[src/rtl/hbw_pkg.sv]
// Shared types, constants and helper functions of the heartbeat watchdog.
package hbw_pkg;

	// Sizing
	localparam int MAX_CPUS = 8;
	localparam int CPU_W    = (MAX_CPUS > 1) ? $clog2(MAX_CPUS) : 1;
	localparam int CNT_W    = $clog2(MAX_CPUS + 1);
	localparam int MASK_W   = 8;
	localparam int CTR_W    = 32;
	localparam int TPS_W    = 16;
	localparam int TMO_W    = 8;
	localparam int LIM_W    = TPS_W + TMO_W;
	localparam int CFG_IDX_W = 1;
	localparam int CFG_DATA_W = TPS_W;

	// Reset and default register values
	localparam logic [TPS_W-1:0] TPS_RESET  = TPS_W'(100);
	localparam logic [TPS_W-1:0] HZ_DEFAULT = TPS_W'(100);
	localparam logic [TMO_W-1:0] TMO_RESET  = TMO_W'(5);

	// Configuration register indexes
	typedef enum logic [CFG_IDX_W-1:0] {
		REG_TPS = 1'b0,
		REG_TMO = 1'b1
	} cfg_reg_t;

	// Controller states
	typedef enum logic [3:0] {
		S_IDLE   = 4'b0001,
		S_HB_UPD = 4'b0010,
		S_WALK   = 4'b0100,
		S_DONE   = 4'b1000
	} state_t;

	// Per-CPU watchdog entry held in memory
	typedef struct packed {
		logic [CTR_W-1:0] observed;
		logic [CTR_W-1:0] progress;
		logic             reported;
	} pcpu_entry_t;

	localparam int ENTRY_W = $bits(pcpu_entry_t);

	// Outcome of checking one CPU
	typedef struct packed {
		logic        wr;
		pcpu_entry_t entry;
		logic        clr_stall;
		logic        set_stall;
		logic        fresh;
	} chk_res_t;

	// Clamp the raw CPU count into 1..MAX_CPUS
	function automatic logic [CNT_W-1:0] clamp_count(input logic [7:0] raw);
		logic [CNT_W-1:0] n;
		if (raw == 8'd0) begin
			n = CNT_W'(1);
		end else if (32'(raw) > 32'(MAX_CPUS)) begin
			n = CNT_W'(MAX_CPUS);
		end else begin
			n = CNT_W'(raw);
		end
		return n;
	endfunction

	// One-hot mask bit for a CPU; zero for CPUs beyond the mask width
	function automatic logic [MASK_W-1:0] cpu_bit(input logic [CPU_W-1:0] cpu);
		logic [7:0] c8;
		c8 = 8'(cpu);
		return MASK_W'(1) << c8;
	endfunction

endpackage

[src/rtl/hbw_in_if.sv]
// Input channel: heartbeat or timer tick transaction.
interface hbw_in_if;
	logic       valid;
	logic       ready;
	logic       mode;
	logic [7:0] cpu_index;
	logic       scheduler_started;
	logic [7:0] cpu_count;
	logic [7:0] online_mask;

	modport source (
		output valid, mode, cpu_index, scheduler_started, cpu_count, online_mask,
		input  ready
	);
	modport sink (
		input  valid, mode, cpu_index, scheduler_started, cpu_count, online_mask,
		output ready
	);
endinterface

[src/rtl/hbw_out_if.sv]
// Output channel: watchdog status transaction.
interface hbw_out_if;
	logic       valid;
	logic       ready;
	logic [7:0] stalled_mask;
	logic [7:0] new_report_mask;
	logic       armed;

	modport source (
		output valid, stalled_mask, new_report_mask, armed,
		input  ready
	);
	modport sink (
		input  valid, stalled_mask, new_report_mask, armed,
		output ready
	);
endinterface

[src/rtl/hbw_ram.sv]
// Generic single-write, single-read RAM with registered read data.
module hbw_ram #(
	parameter int WIDTH = 32,
	parameter int DEPTH = 8
) (
	input  logic                 clk,
	input  logic                 we,
	input  logic [((DEPTH > 1) ? $clog2(DEPTH) : 1)-1:0] waddr,
	input  logic [WIDTH-1:0]     wdata,
	input  logic [((DEPTH > 1) ? $clog2(DEPTH) : 1)-1:0] raddr,
	output logic [WIDTH-1:0]     rdata
);
	logic [WIDTH-1:0] mem [DEPTH];

	// Write port and registered read port
	always_ff @(posedge clk) begin
		if (we) begin
			mem[waddr] <= wdata;
		end
		rdata <= mem[raddr];
	end
endmodule

[src/rtl/hbw_chk.sv]
// Per-CPU evaluation: snapshot on arming, progress and timeout check when armed.
module hbw_chk (
	input  logic                      arm,
	input  logic                      online,
	input  logic [hbw_pkg::CTR_W-1:0] hb,
	input  hbw_pkg::pcpu_entry_t      entry,
	input  logic [hbw_pkg::CTR_W-1:0] now,
	input  logic [hbw_pkg::CTR_W-1:0] limit,
	output hbw_pkg::chk_res_t         res
);
	logic [hbw_pkg::CTR_W-1:0] idle_ticks;

	assign idle_ticks = now - entry.progress;

	always_comb begin
		res                = '0;
		res.entry          = entry;
		if (arm) begin
			// snapshot on arming
			res.wr             = 1'b1;
			res.entry.observed = hb;
			res.entry.progress = now;
			res.entry.reported = 1'b0;
		end else if (!online) begin
			res.wr = 1'b0;
		end else if (hb != entry.observed) begin
			// progress seen: refresh and clear stall
			res.wr             = 1'b1;
			res.entry.observed = hb;
			res.entry.progress = now;
			res.entry.reported = 1'b0;
			res.clr_stall      = 1'b1;
		end else if (idle_ticks >= limit) begin
			// timed out: stall, report once
			res.set_stall = 1'b1;
			if (!entry.reported) begin
				res.wr             = 1'b1;
				res.entry.reported = 1'b1;
				res.fresh          = 1'b1;
			end
		end
	end
endmodule

[src/rtl/multicore_heartbeat_watchdog.sv]
// Top level of the multicore heartbeat watchdog: controller, memories and output register.
//
//  Channel  Dir  Handshake      Transaction
//  item     in   valid/ready    heartbeat (mode=1) or timer tick (mode=0)
//  result   out  valid/ready    stalled_mask, new_report_mask, armed
//  cfg      in   cfg_we only    cfg_index selects ticks_per_second / timeout_seconds
//
// Heartbeat: accept, counter memory read-modify-write, output load.
// Tick that polls or arms: walks the CPU table, one entry read per cycle
// with each update written back in the cycle after its read; other ticks skip the walk.
// Reset clears control state and the per-entry valid bits; unwritten entries read as zero.
// A new transaction is taken while the previous result waits on result.ready.
module multicore_heartbeat_watchdog (
	input  logic                          clk,
	input  logic                          arst_n,
	hbw_in_if.sink                        item,
	hbw_out_if.source                     result,
	input  logic                          cfg_we,
	input  logic [hbw_pkg::CFG_IDX_W-1:0] cfg_index,
	input  logic [hbw_pkg::CFG_DATA_W-1:0] cfg_data
);
	hbw_pkg::state_t state_q;

	// Configuration registers
	logic [hbw_pkg::TPS_W-1:0] tps_q;
	logic [hbw_pkg::TMO_W-1:0] tmo_q;
	logic [hbw_pkg::TPS_W-1:0] hz;

	// Global watchdog state
	logic [hbw_pkg::CTR_W-1:0]  tick_now_q;
	logic [hbw_pkg::CTR_W-1:0]  last_poll_q;
	logic [hbw_pkg::MASK_W-1:0] stall_q;
	logic                       armed_q;

	// Per-transaction work registers
	logic [hbw_pkg::MASK_W-1:0] fresh_q;
	logic [hbw_pkg::MASK_W-1:0] online_q;
	logic [hbw_pkg::CNT_W-1:0]  cnt_q;
	logic [hbw_pkg::CNT_W-1:0]  issue_q;
	logic                       arm_walk_q;
	logic [hbw_pkg::CTR_W-1:0]  limit_q;
	logic [hbw_pkg::CPU_W-1:0]  cpu_s1;
	logic                       vld_s1;

	// Entry valid bits
	logic [hbw_pkg::MAX_CPUS-1:0] hb_vld_q;
	logic [hbw_pkg::MAX_CPUS-1:0] pc_vld_q;

	// Output register
	logic                       res_vld_q;
	logic [hbw_pkg::MASK_W-1:0] res_stall_q;
	logic [hbw_pkg::MASK_W-1:0] res_fresh_q;
	logic                       res_armed_q;

	// Memory ports
	logic [hbw_pkg::CPU_W-1:0]   raddr;
	logic [hbw_pkg::CTR_W-1:0]   hb_rdata;
	logic [hbw_pkg::CTR_W-1:0]   hb_val;
	logic                        hb_we;
	logic [hbw_pkg::CTR_W-1:0]   hb_wdata;
	logic [hbw_pkg::ENTRY_W-1:0] pc_rdata;
	hbw_pkg::pcpu_entry_t        pc_val;
	logic                        pc_we;

	logic                        accept;
	logic [hbw_pkg::CPU_W-1:0]   hb_cpu;
	logic [hbw_pkg::CTR_W-1:0]   now_n;
	logic [hbw_pkg::CTR_W-1:0]   since_poll;
	logic                        issue_more;
	logic                        out_free;
	logic [hbw_pkg::MASK_W-1:0]  bit_s1;
	hbw_pkg::chk_res_t           chk;

	assign accept     = item.valid && item.ready;
	assign item.ready = (state_q == hbw_pkg::S_IDLE);
	assign hz         = (tps_q == '0) ? hbw_pkg::HZ_DEFAULT : tps_q;
	assign now_n      = tick_now_q + hbw_pkg::CTR_W'(1);
	assign since_poll = now_n - last_poll_q;
	assign issue_more = (issue_q < cnt_q);
	assign out_free   = !res_vld_q || result.ready;
	assign bit_s1     = hbw_pkg::cpu_bit(cpu_s1);

	// Out-of-range heartbeat index counts for CPU 0
	assign hb_cpu = (32'(item.cpu_index) >= 32'(hbw_pkg::MAX_CPUS)) ? '0 :
		hbw_pkg::CPU_W'(item.cpu_index);

	// Read address: heartbeat target at accept, table walk otherwise
	assign raddr = (state_q == hbw_pkg::S_IDLE) ? hb_cpu : issue_q[hbw_pkg::CPU_W-1:0];

	// Entries never written read as zero
	assign hb_val = hb_vld_q[cpu_s1] ? hb_rdata : '0;
	assign pc_val = pc_vld_q[cpu_s1] ? hbw_pkg::pcpu_entry_t'(pc_rdata) : '0;

	// Memory writes
	assign hb_we    = (state_q == hbw_pkg::S_HB_UPD);
	assign hb_wdata = hb_val + hbw_pkg::CTR_W'(1);
	assign pc_we    = (state_q == hbw_pkg::S_WALK) && vld_s1 && chk.wr;

	hbw_ram #(
		.WIDTH(hbw_pkg::CTR_W),
		.DEPTH(hbw_pkg::MAX_CPUS)
	) u_hb_ram (
		.clk   (clk),
		.we    (hb_we),
		.waddr (cpu_s1),
		.wdata (hb_wdata),
		.raddr (raddr),
		.rdata (hb_rdata)
	);

	hbw_ram #(
		.WIDTH(hbw_pkg::ENTRY_W),
		.DEPTH(hbw_pkg::MAX_CPUS)
	) u_pc_ram (
		.clk   (clk),
		.we    (pc_we),
		.waddr (cpu_s1),
		.wdata (chk.entry),
		.raddr (raddr),
		.rdata (pc_rdata)
	);

	hbw_chk u_chk (
		.arm    (arm_walk_q),
		.online (|(online_q & bit_s1)),
		.hb     (hb_val),
		.entry  (pc_val),
		.now    (tick_now_q),
		.limit  (limit_q),
		.res    (chk)
	);

	// Configuration writes
	always_ff @(posedge clk or negedge arst_n) begin
		if (!arst_n) begin
			tps_q <= hbw_pkg::TPS_RESET;
			tmo_q <= hbw_pkg::TMO_RESET;
		end else if (cfg_we) begin
			case (hbw_pkg::cfg_reg_t'(cfg_index))
				hbw_pkg::REG_TPS: tps_q <= cfg_data;
				hbw_pkg::REG_TMO: tmo_q <= hbw_pkg::TMO_W'(cfg_data);
				default: ;
			endcase
		end
	end

	// Payload work registers; timeout in ticks needs the full product width
	always_ff @(posedge clk) begin
		if (accept) begin
			online_q   <= item.online_mask;
			cnt_q      <= hbw_pkg::clamp_count(item.cpu_count);
			limit_q    <= hbw_pkg::CTR_W'(hbw_pkg::LIM_W'(hz) * hbw_pkg::LIM_W'(tmo_q));
			arm_walk_q <= !armed_q;
		end
	end

	// Controller, global state and table walk
	always_ff @(posedge clk or negedge arst_n) begin
		if (!arst_n) begin
			state_q     <= hbw_pkg::S_IDLE;
			tick_now_q  <= '0;
			last_poll_q <= '0;
			stall_q     <= '0;
			armed_q     <= 1'b0;
			fresh_q     <= '0;
			issue_q     <= '0;
			cpu_s1      <= '0;
			vld_s1      <= 1'b0;
			hb_vld_q    <= '0;
			pc_vld_q    <= '0;
		end else begin
			case (state_q)
				hbw_pkg::S_IDLE: begin
					issue_q <= '0;
					vld_s1  <= 1'b0;
					fresh_q <= '0;
					if (accept) begin
						if (item.mode) begin
							cpu_s1  <= hb_cpu;
							state_q <= hbw_pkg::S_HB_UPD;
						end else begin
							tick_now_q <= now_n;
							if (!item.scheduler_started) begin
								last_poll_q <= now_n;
								armed_q     <= 1'b0;
								stall_q     <= '0;
								state_q     <= hbw_pkg::S_DONE;
							end else if (!armed_q) begin
								last_poll_q <= now_n;
								armed_q     <= 1'b1;
								stall_q     <= '0;
								state_q     <= hbw_pkg::S_WALK;
							end else if (since_poll < hbw_pkg::CTR_W'(hz)) begin
								state_q <= hbw_pkg::S_DONE;
							end else begin
								last_poll_q <= now_n;
								state_q     <= hbw_pkg::S_WALK;
							end
						end
					end
				end
				hbw_pkg::S_HB_UPD: begin
					hb_vld_q[cpu_s1] <= 1'b1;
					state_q          <= hbw_pkg::S_DONE;
				end
				hbw_pkg::S_WALK: begin
					// apply the check of the entry read last cycle
					if (vld_s1) begin
						if (chk.wr) begin
							pc_vld_q[cpu_s1] <= 1'b1;
						end
						stall_q <= (stall_q & ~(chk.clr_stall ? bit_s1 : '0)) |
							(chk.set_stall ? bit_s1 : '0);
						fresh_q <= fresh_q | (chk.fresh ? bit_s1 : '0);
					end
					// issue the next entry read
					if (issue_more) begin
						cpu_s1  <= issue_q[hbw_pkg::CPU_W-1:0];
						vld_s1  <= 1'b1;
						issue_q <= issue_q + hbw_pkg::CNT_W'(1);
					end else begin
						vld_s1 <= 1'b0;
						if (!vld_s1) begin
							state_q <= hbw_pkg::S_DONE;
						end
					end
				end
				hbw_pkg::S_DONE: begin
					if (out_free) begin
						state_q <= hbw_pkg::S_IDLE;
					end
				end
				default: state_q <= hbw_pkg::S_IDLE;
			endcase
		end
	end

	// Output register
	always_ff @(posedge clk or negedge arst_n) begin
		if (!arst_n) begin
			res_vld_q <= 1'b0;
		end else if ((state_q == hbw_pkg::S_DONE) && out_free) begin
			res_vld_q <= 1'b1;
		end else if (result.ready) begin
			res_vld_q <= 1'b0;
		end
	end

	always_ff @(posedge clk) begin
		if ((state_q == hbw_pkg::S_DONE) && out_free) begin
			res_stall_q <= stall_q;
			res_fresh_q <= fresh_q;
			res_armed_q <= armed_q;
		end
	end

	assign result.valid           = res_vld_q;
	assign result.stalled_mask    = res_stall_q;
	assign result.new_report_mask = res_fresh_q;
	assign result.armed           = res_armed_q;
endmodule
[src/flat_wrapper.sv]
// flat-port wrapper written by rule: the top's interface ports become plain ports
module multicore_heartbeat_watchdog_flat 
  (clk, arst_n, cfg_we, cfg_index, cfg_data, item_valid, item_mode, item_cpu_index, item_scheduler_started, item_cpu_count, item_online_mask, item_ready, result_valid, result_stalled_mask, result_new_report_mask, result_armed, result_ready);
  hbw_in_if item_i ();
  hbw_out_if result_i ();
  input  logic clk;
  input  logic arst_n;
  input  logic cfg_we;
  input  logic [hbw_pkg::CFG_IDX_W-1:0] cfg_index;
  input  logic [hbw_pkg::CFG_DATA_W-1:0] cfg_data;
  input wire logic [$bits(item_i.valid)-1:0] item_valid;
  input wire logic [$bits(item_i.mode)-1:0] item_mode;
  input wire logic [$bits(item_i.cpu_index)-1:0] item_cpu_index;
  input wire logic [$bits(item_i.scheduler_started)-1:0] item_scheduler_started;
  input wire logic [$bits(item_i.cpu_count)-1:0] item_cpu_count;
  input wire logic [$bits(item_i.online_mask)-1:0] item_online_mask;
  output wire logic [$bits(item_i.ready)-1:0] item_ready;
  output wire logic [$bits(result_i.valid)-1:0] result_valid;
  output wire logic [$bits(result_i.stalled_mask)-1:0] result_stalled_mask;
  output wire logic [$bits(result_i.new_report_mask)-1:0] result_new_report_mask;
  output wire logic [$bits(result_i.armed)-1:0] result_armed;
  input wire logic [$bits(result_i.ready)-1:0] result_ready;
  assign item_i.valid = item_valid;
  assign item_i.mode = item_mode;
  assign item_i.cpu_index = item_cpu_index;
  assign item_i.scheduler_started = item_scheduler_started;
  assign item_i.cpu_count = item_cpu_count;
  assign item_i.online_mask = item_online_mask;
  assign item_ready = item_i.ready;
  assign result_valid = result_i.valid;
  assign result_stalled_mask = result_i.stalled_mask;
  assign result_new_report_mask = result_i.new_report_mask;
  assign result_armed = result_i.armed;
  assign result_i.ready = result_ready;
  multicore_heartbeat_watchdog u_core (.clk(clk), .arst_n(arst_n), .item(item_i), .result(result_i), .cfg_we(cfg_we), .cfg_index(cfg_index), .cfg_data(cfg_data));
endmodule
[config.mk]
export PLATFORM = sky130hd
export DESIGN_NAME = multicore_heartbeat_watchdog_flat
export DESIGN_NICKNAME = d
export VERILOG_FILES = /design/src/rtl/hbw_pkg.sv /design/src/rtl/hbw_in_if.sv /design/src/rtl/hbw_out_if.sv /design/src/rtl/hbw_ram.sv /design/src/rtl/hbw_chk.sv /design/src/rtl/multicore_heartbeat_watchdog.sv /design/src/flat_wrapper.sv
export SDC_FILE = /design/constraint.sdc
export NUM_CORES = 2
export LEC_CHECK = 0
export CORE_UTILIZATION = 40
export CTS_BUF_LIST = sky130_fd_sc_hd__clkbuf_16
export DETAILED_ROUTE_END_ITERATION = 12
export DONT_BUFFER_PORTS = 1
export GPL_TIMING_DRIVEN = 1
export HOLD_SLACK_MARGIN = 0.02
export PLACE_DENSITY_LB_ADDON = 0.15
export SYNTH_ARGS = -nofsm -noshare
export SYNTH_HDL_FRONTEND = slang
export SYNTH_SLANG_ARGS = --single-unit
export TNS_END_PERCENT = 5
[constraint.sdc]
create_clock -name clk -period 10.1 [get_ports clk]
set_input_delay 2.02 -clock clk [delete_from_list [all_inputs] [get_ports clk]]
set_output_delay 2.02 -clock clk [all_outputs]
set_load 0.05 [all_outputs]
==> implementation parameters <==
Parameter                              Value

Cells and area
  Commonest cells after routing, fill and taps aside    1177 x sky130_fd_sc_hd__nand2_1, 830 x sky130_fd_sc_hd__edfxtp_1, 556 x sky130_fd_sc_hd__nand3_1
  # nets final    4913
  Layout cells sized above 1    7.24%
  Area growth from synthesis to final layout    10.4%
  Leading cell type in the layout, fill and taps excluded    sky130_fd_sc_hd__nand2_1
  Antenna Diode Count    0

Critical path
  Library cell contributing the largest single delay on the critical path    sky130_fd_sc_hd__a211oi_4
  Cell repeated most along the worst path    sky130_fd_sc_hd__buf_4
  CP Data Arrival Time    9050 ps
  Highest fanout seen on the critical path    34
  Crit-path leading delay family    compound AO/OA/AOI/OAI gates
  Required time of the worst setup path    10480 ps
  Flop2flop setup slack    1430 ps
  Type of element capturing the critical path    flop
  Kind of start point of the critical path    flop
  CP bufs+invs    4
  Largest stage delay on the critical path    ~740 ps
  Setup CP Type    flop to flop

Clock tree
  Clock sink count    1061
  Clock buffer depth    3
  TritonCTS buffer count    113
  CTS tree    done
  CTS resizes    0
  Root Buffer    sky130_fd_sc_hd__clkbuf_16
  Post-CTS setup buffer count    0
  Clk pin slew, worst setup/hold paths    60 ps
  CTS Hold Bufs    0
  Clock latency on the worst-skew pair    roughly 720 ps
  H-tree level count    3

Drt
  Remaining DRCs    0
  Antenna-violating nets left    0
  Via density per instance    5.31
  Vias after detailed routing    ~34000
  Drt wl/cell    20.4 um
  Detailed Routing Iterations Pass 1    5
  Violation count after the first detailed-routing iteration    approximately 2600
  Final routed wirelength across all metal layers    about 130000 um

Power and ir drop
  Overall power after layout    around 16 mW
  Net Sw Power    5.61 mW
  Max rail drop VDD    0.150 mV
  Clock network power share    about a quarter
  Seq pwr share    37.9%
  Share of total power in combinational logic    36.5%
  Pint    9.97 mW
  Static leakage    approximately 22 nW
  Net switching share of the total power    36.0%
  Total power per unit cell area    about 280 nW/um^2

Synthesis
  Post-synth net total    4989
  Post-synth design cell area    51000 sq um
  Fraction of the yosys area taken by sequential cells    59.3%
  Prevailing post-synth register cell    sky130_fd_sc_hd__edfxtp_1
  Cell types occupying the most area after synthesis    sky130_fd_sc_hd__edfxtp_1 49%, sky130_fd_sc_hd__nand2_1 8.7%, sky130_fd_sc_hd__dfrtp_1 6.3%
  Number of storage elements in the synthesis netlist    about 1100
  Post-synthesis area per instance    10.8 sq um
  EDFF count, synth    830
  Leading area contributor after synthesis    sky130_fd_sc_hd__edfxtp_1
  Share of Yosys cell area claimed by the top area cell type    ~50%
  Async set-or-reset flop fraction in the synthesized netlist    between 10% and 20%
  Number of warnings issued by yosys    0
  Gate Count Post-Synth    approximately 4700
  Count of cell types in the netlist    97

Place
  Routability cong.    slightly above 0.8
  Dpl hpwl    78800 um
  Count of buffers inserted at the top-level ports    0

Floorplan
  Area of the die    roughly 130000 sq um
  I/O Pins    67
  Area of the core    126000 sq um
  Die width    around 360 um
  Initial cell density of the core    between 40% and 50%
  Height of the chip    359 um
  Number of rows in the core area    130

STA
  Sum of negative setup slack    0 ps
  Unrepaired setup endpoints after global routing    false
  Number of slew-limit violations in the final report    0
  F_max    115 MHz
  Portion of the clock cycle consumed by the worst path in the final layout    85.8%
  Worst clock skew    slightly above 60 ps
  Setup-failing EPs final    0
  Min Clock Period, post-route    just under 9000 ps
  Worst slew margin relative to its limit    approximately 18%
  Pin slew with the least headroom to its limit    1220 ps
  Final hold viol count    0

GRT
  Initial antenna violation count    0
  Largest net degree at the start of global routing    193
  First-pass GRT wire length    202000 um
  Number of global-route vias before repair    33900
  Global-route total usage across every layer    20.1%
  Total global routing overflow    0

Min path
  Worst hold path class    flop to flop

Run
  Max cap viols    0

Run status
  Outcome    completed
cells in the mapped netlist (13+ instances only):
master,n
sky130_fd_sc_hd__a21o_1,33
sky130_fd_sc_hd__a21oi_1,81
sky130_fd_sc_hd__a31oi_1,23
sky130_fd_sc_hd__and2_1,75
sky130_fd_sc_hd__and3_1,29
sky130_fd_sc_hd__buf_1,16
sky130_fd_sc_hd__clkbuf_1,210
sky130_fd_sc_hd__dfrtp_1,128
sky130_fd_sc_hd__dfxtp_1,97
sky130_fd_sc_hd__edfxtp_1,830
sky130_fd_sc_hd__fa_1,86
sky130_fd_sc_hd__ha_1,152
sky130_fd_sc_hd__inv_1,191
sky130_fd_sc_hd__mux2_2,20
sky130_fd_sc_hd__mux2_4,29
sky130_fd_sc_hd__nand2_1,1177
sky130_fd_sc_hd__nand2b_1,22
sky130_fd_sc_hd__nand3_1,556
sky130_fd_sc_hd__nand3b_1,15
sky130_fd_sc_hd__nand4_1,33
sky130_fd_sc_hd__nor2_1,169
sky130_fd_sc_hd__nor2b_1,16
sky130_fd_sc_hd__nor3_1,33
sky130_fd_sc_hd__o211ai_1,17
sky130_fd_sc_hd__o21ai_0,248
sky130_fd_sc_hd__o21bai_1,14
sky130_fd_sc_hd__o32ai_1,13
sky130_fd_sc_hd__or2_2,17
sky130_fd_sc_hd__or3_1,21
sky130_fd_sc_hd__xnor2_1,101
sky130_fd_sc_hd__xor2_1,60
registers in the layout (all words and copies together), names as in the netlist, 16 cells and up:
| name | cells |
|---|---|
| u_core.u_pc_ram.mem | 520 |
| u_core.tps_q | 16 |
| u_core.tick_now_q | 32 |
| u_core.last_poll_q | 32 |
| u_core.u_hb_ram.rdata | 32 |
| u_core.u_pc_ram.rdata | 65 |
| u_core.limit_q | 24 |
| u_core.u_hb_ram.mem | 256 |
worst reg2reg max path, stage by stage (launching register included):
cell and delay (ps):
sky130_fd_sc_hd__dfrtp_1 480, sky130_fd_sc_hd__buf_4 250, sky130_fd_sc_hd__nand2_1 280, sky130_fd_sc_hd__o32ai_2 200, sky130_fd_sc_hd__a211oi_4 740, sky130_fd_sc_hd__nand2_1 180
sky130_fd_sc_hd__ha_1 390, sky130_fd_sc_hd__o21ai_0 130, sky130_fd_sc_hd__a2111oi_1 500, sky130_fd_sc_hd__o21ai_0 310, sky130_fd_sc_hd__a31oi_1 380, sky130_fd_sc_hd__a31o_2 250
sky130_fd_sc_hd__xor2_1 160, sky130_fd_sc_hd__ha_1 260, sky130_fd_sc_hd__a21o_1 180, sky130_fd_sc_hd__a21o_1 170, sky130_fd_sc_hd__a211oi_1 230, sky130_fd_sc_hd__o21ai_0 120
sky130_fd_sc_hd__o211ai_1 110, sky130_fd_sc_hd__nand4_1 120, sky130_fd_sc_hd__a2111oi_0 410, sky130_fd_sc_hd__nor4b_2 520, sky130_fd_sc_hd__a21oi_1 170, sky130_fd_sc_hd__o21bai_2 670
sky130_fd_sc_hd__buf_4 310, sky130_fd_sc_hd__nor3_2 60, sky130_fd_sc_hd__buf_4 320, sky130_fd_sc_hd__buf_4 410
power by group through the flow:
| stage | clock [mW] | combinational (mW) | sequential, mW |
|---|---|---|---|
| 2_1_floorplan | 0 | 4.28 | 5.79 |
| 3_3_place_gp | 0 | 5.70 | 6.00 |
| 3_5_place_dp | 0 | 5.73 | 6.00 |
| 4_1_cts | 4.07 | 5.76 | 5.91 |
| 5_1_grt | 4.25 | 6.44 | 5.94 |
| 6_report | 3.98 | 5.69 | 5.91 |
through the flow:
step	setup WS (ps)	hold WS [ps]	instances	util, %	area [sq um]
CTS	1410	467	6377	44.6	56300
floorplan	252	419	4703	-	51000
global route	746	474	6377	44.6	56300
detailed placement	1470	451	6162	41.8	52700
global placement	1530	446	6162	41.8	52700
finish	1430	469	6377	44.6	56300
cells by family after synthesis:
family,Yosys count,synth area share (%)
buffers and inverters,440,3.44
adders and majority gates,238,7.11
DFF,1061,59.3
muxes,61,1.54
xor gates and xnor gates,161,2.77
AOI/OAI and AO/OA,548,6.80
and+or+nand+nor,2194,19.1
final cells by class:
| class | instances | area, sq um |
|---|---|---|
| fill | 11800 | 69800 |
| timing repair buffer | 58 | 485 |
| sequential | 1061 | 30200 |
| clock buffer | 114 | 2850 |
| multi-input combinational | 3202 | 19200 |
| tap | 1650 | 2060 |
| inverter | 191 | 717 |
| clock inverter | 101 | 732 |
metal layers:
metal  GRT usage [%]  part of all wire [%]
met1            26.1                    44
met2            34.9                    49
met3            2.69                   3.8
met4            6.07                   2.8
met5               0                     0
path summary, 6_finish.rpt:
kind	cells past startpoint	startpoint	endpoint
max	27	u_core.cpu_s1[0]	u_core.u_pc_ram.mem[3][45]
min	0	u_core.fresh_q[0]	u_core.result.new_report_mask[0]
max reg2reg	27	u_core.cpu_s1[0]	u_core.u_pc_ram.mem[3][45]
min reg2reg	0	u_core.fresh_q[0]	u_core.result.new_report_mask[0]
max in group asynchronous	0	arst_n	u_core.tmo_q[0]
min in group asynchronous	0	arst_n	u_core.fresh_q[1]
No activity file was read; power rests on OpenSTA's default activity.
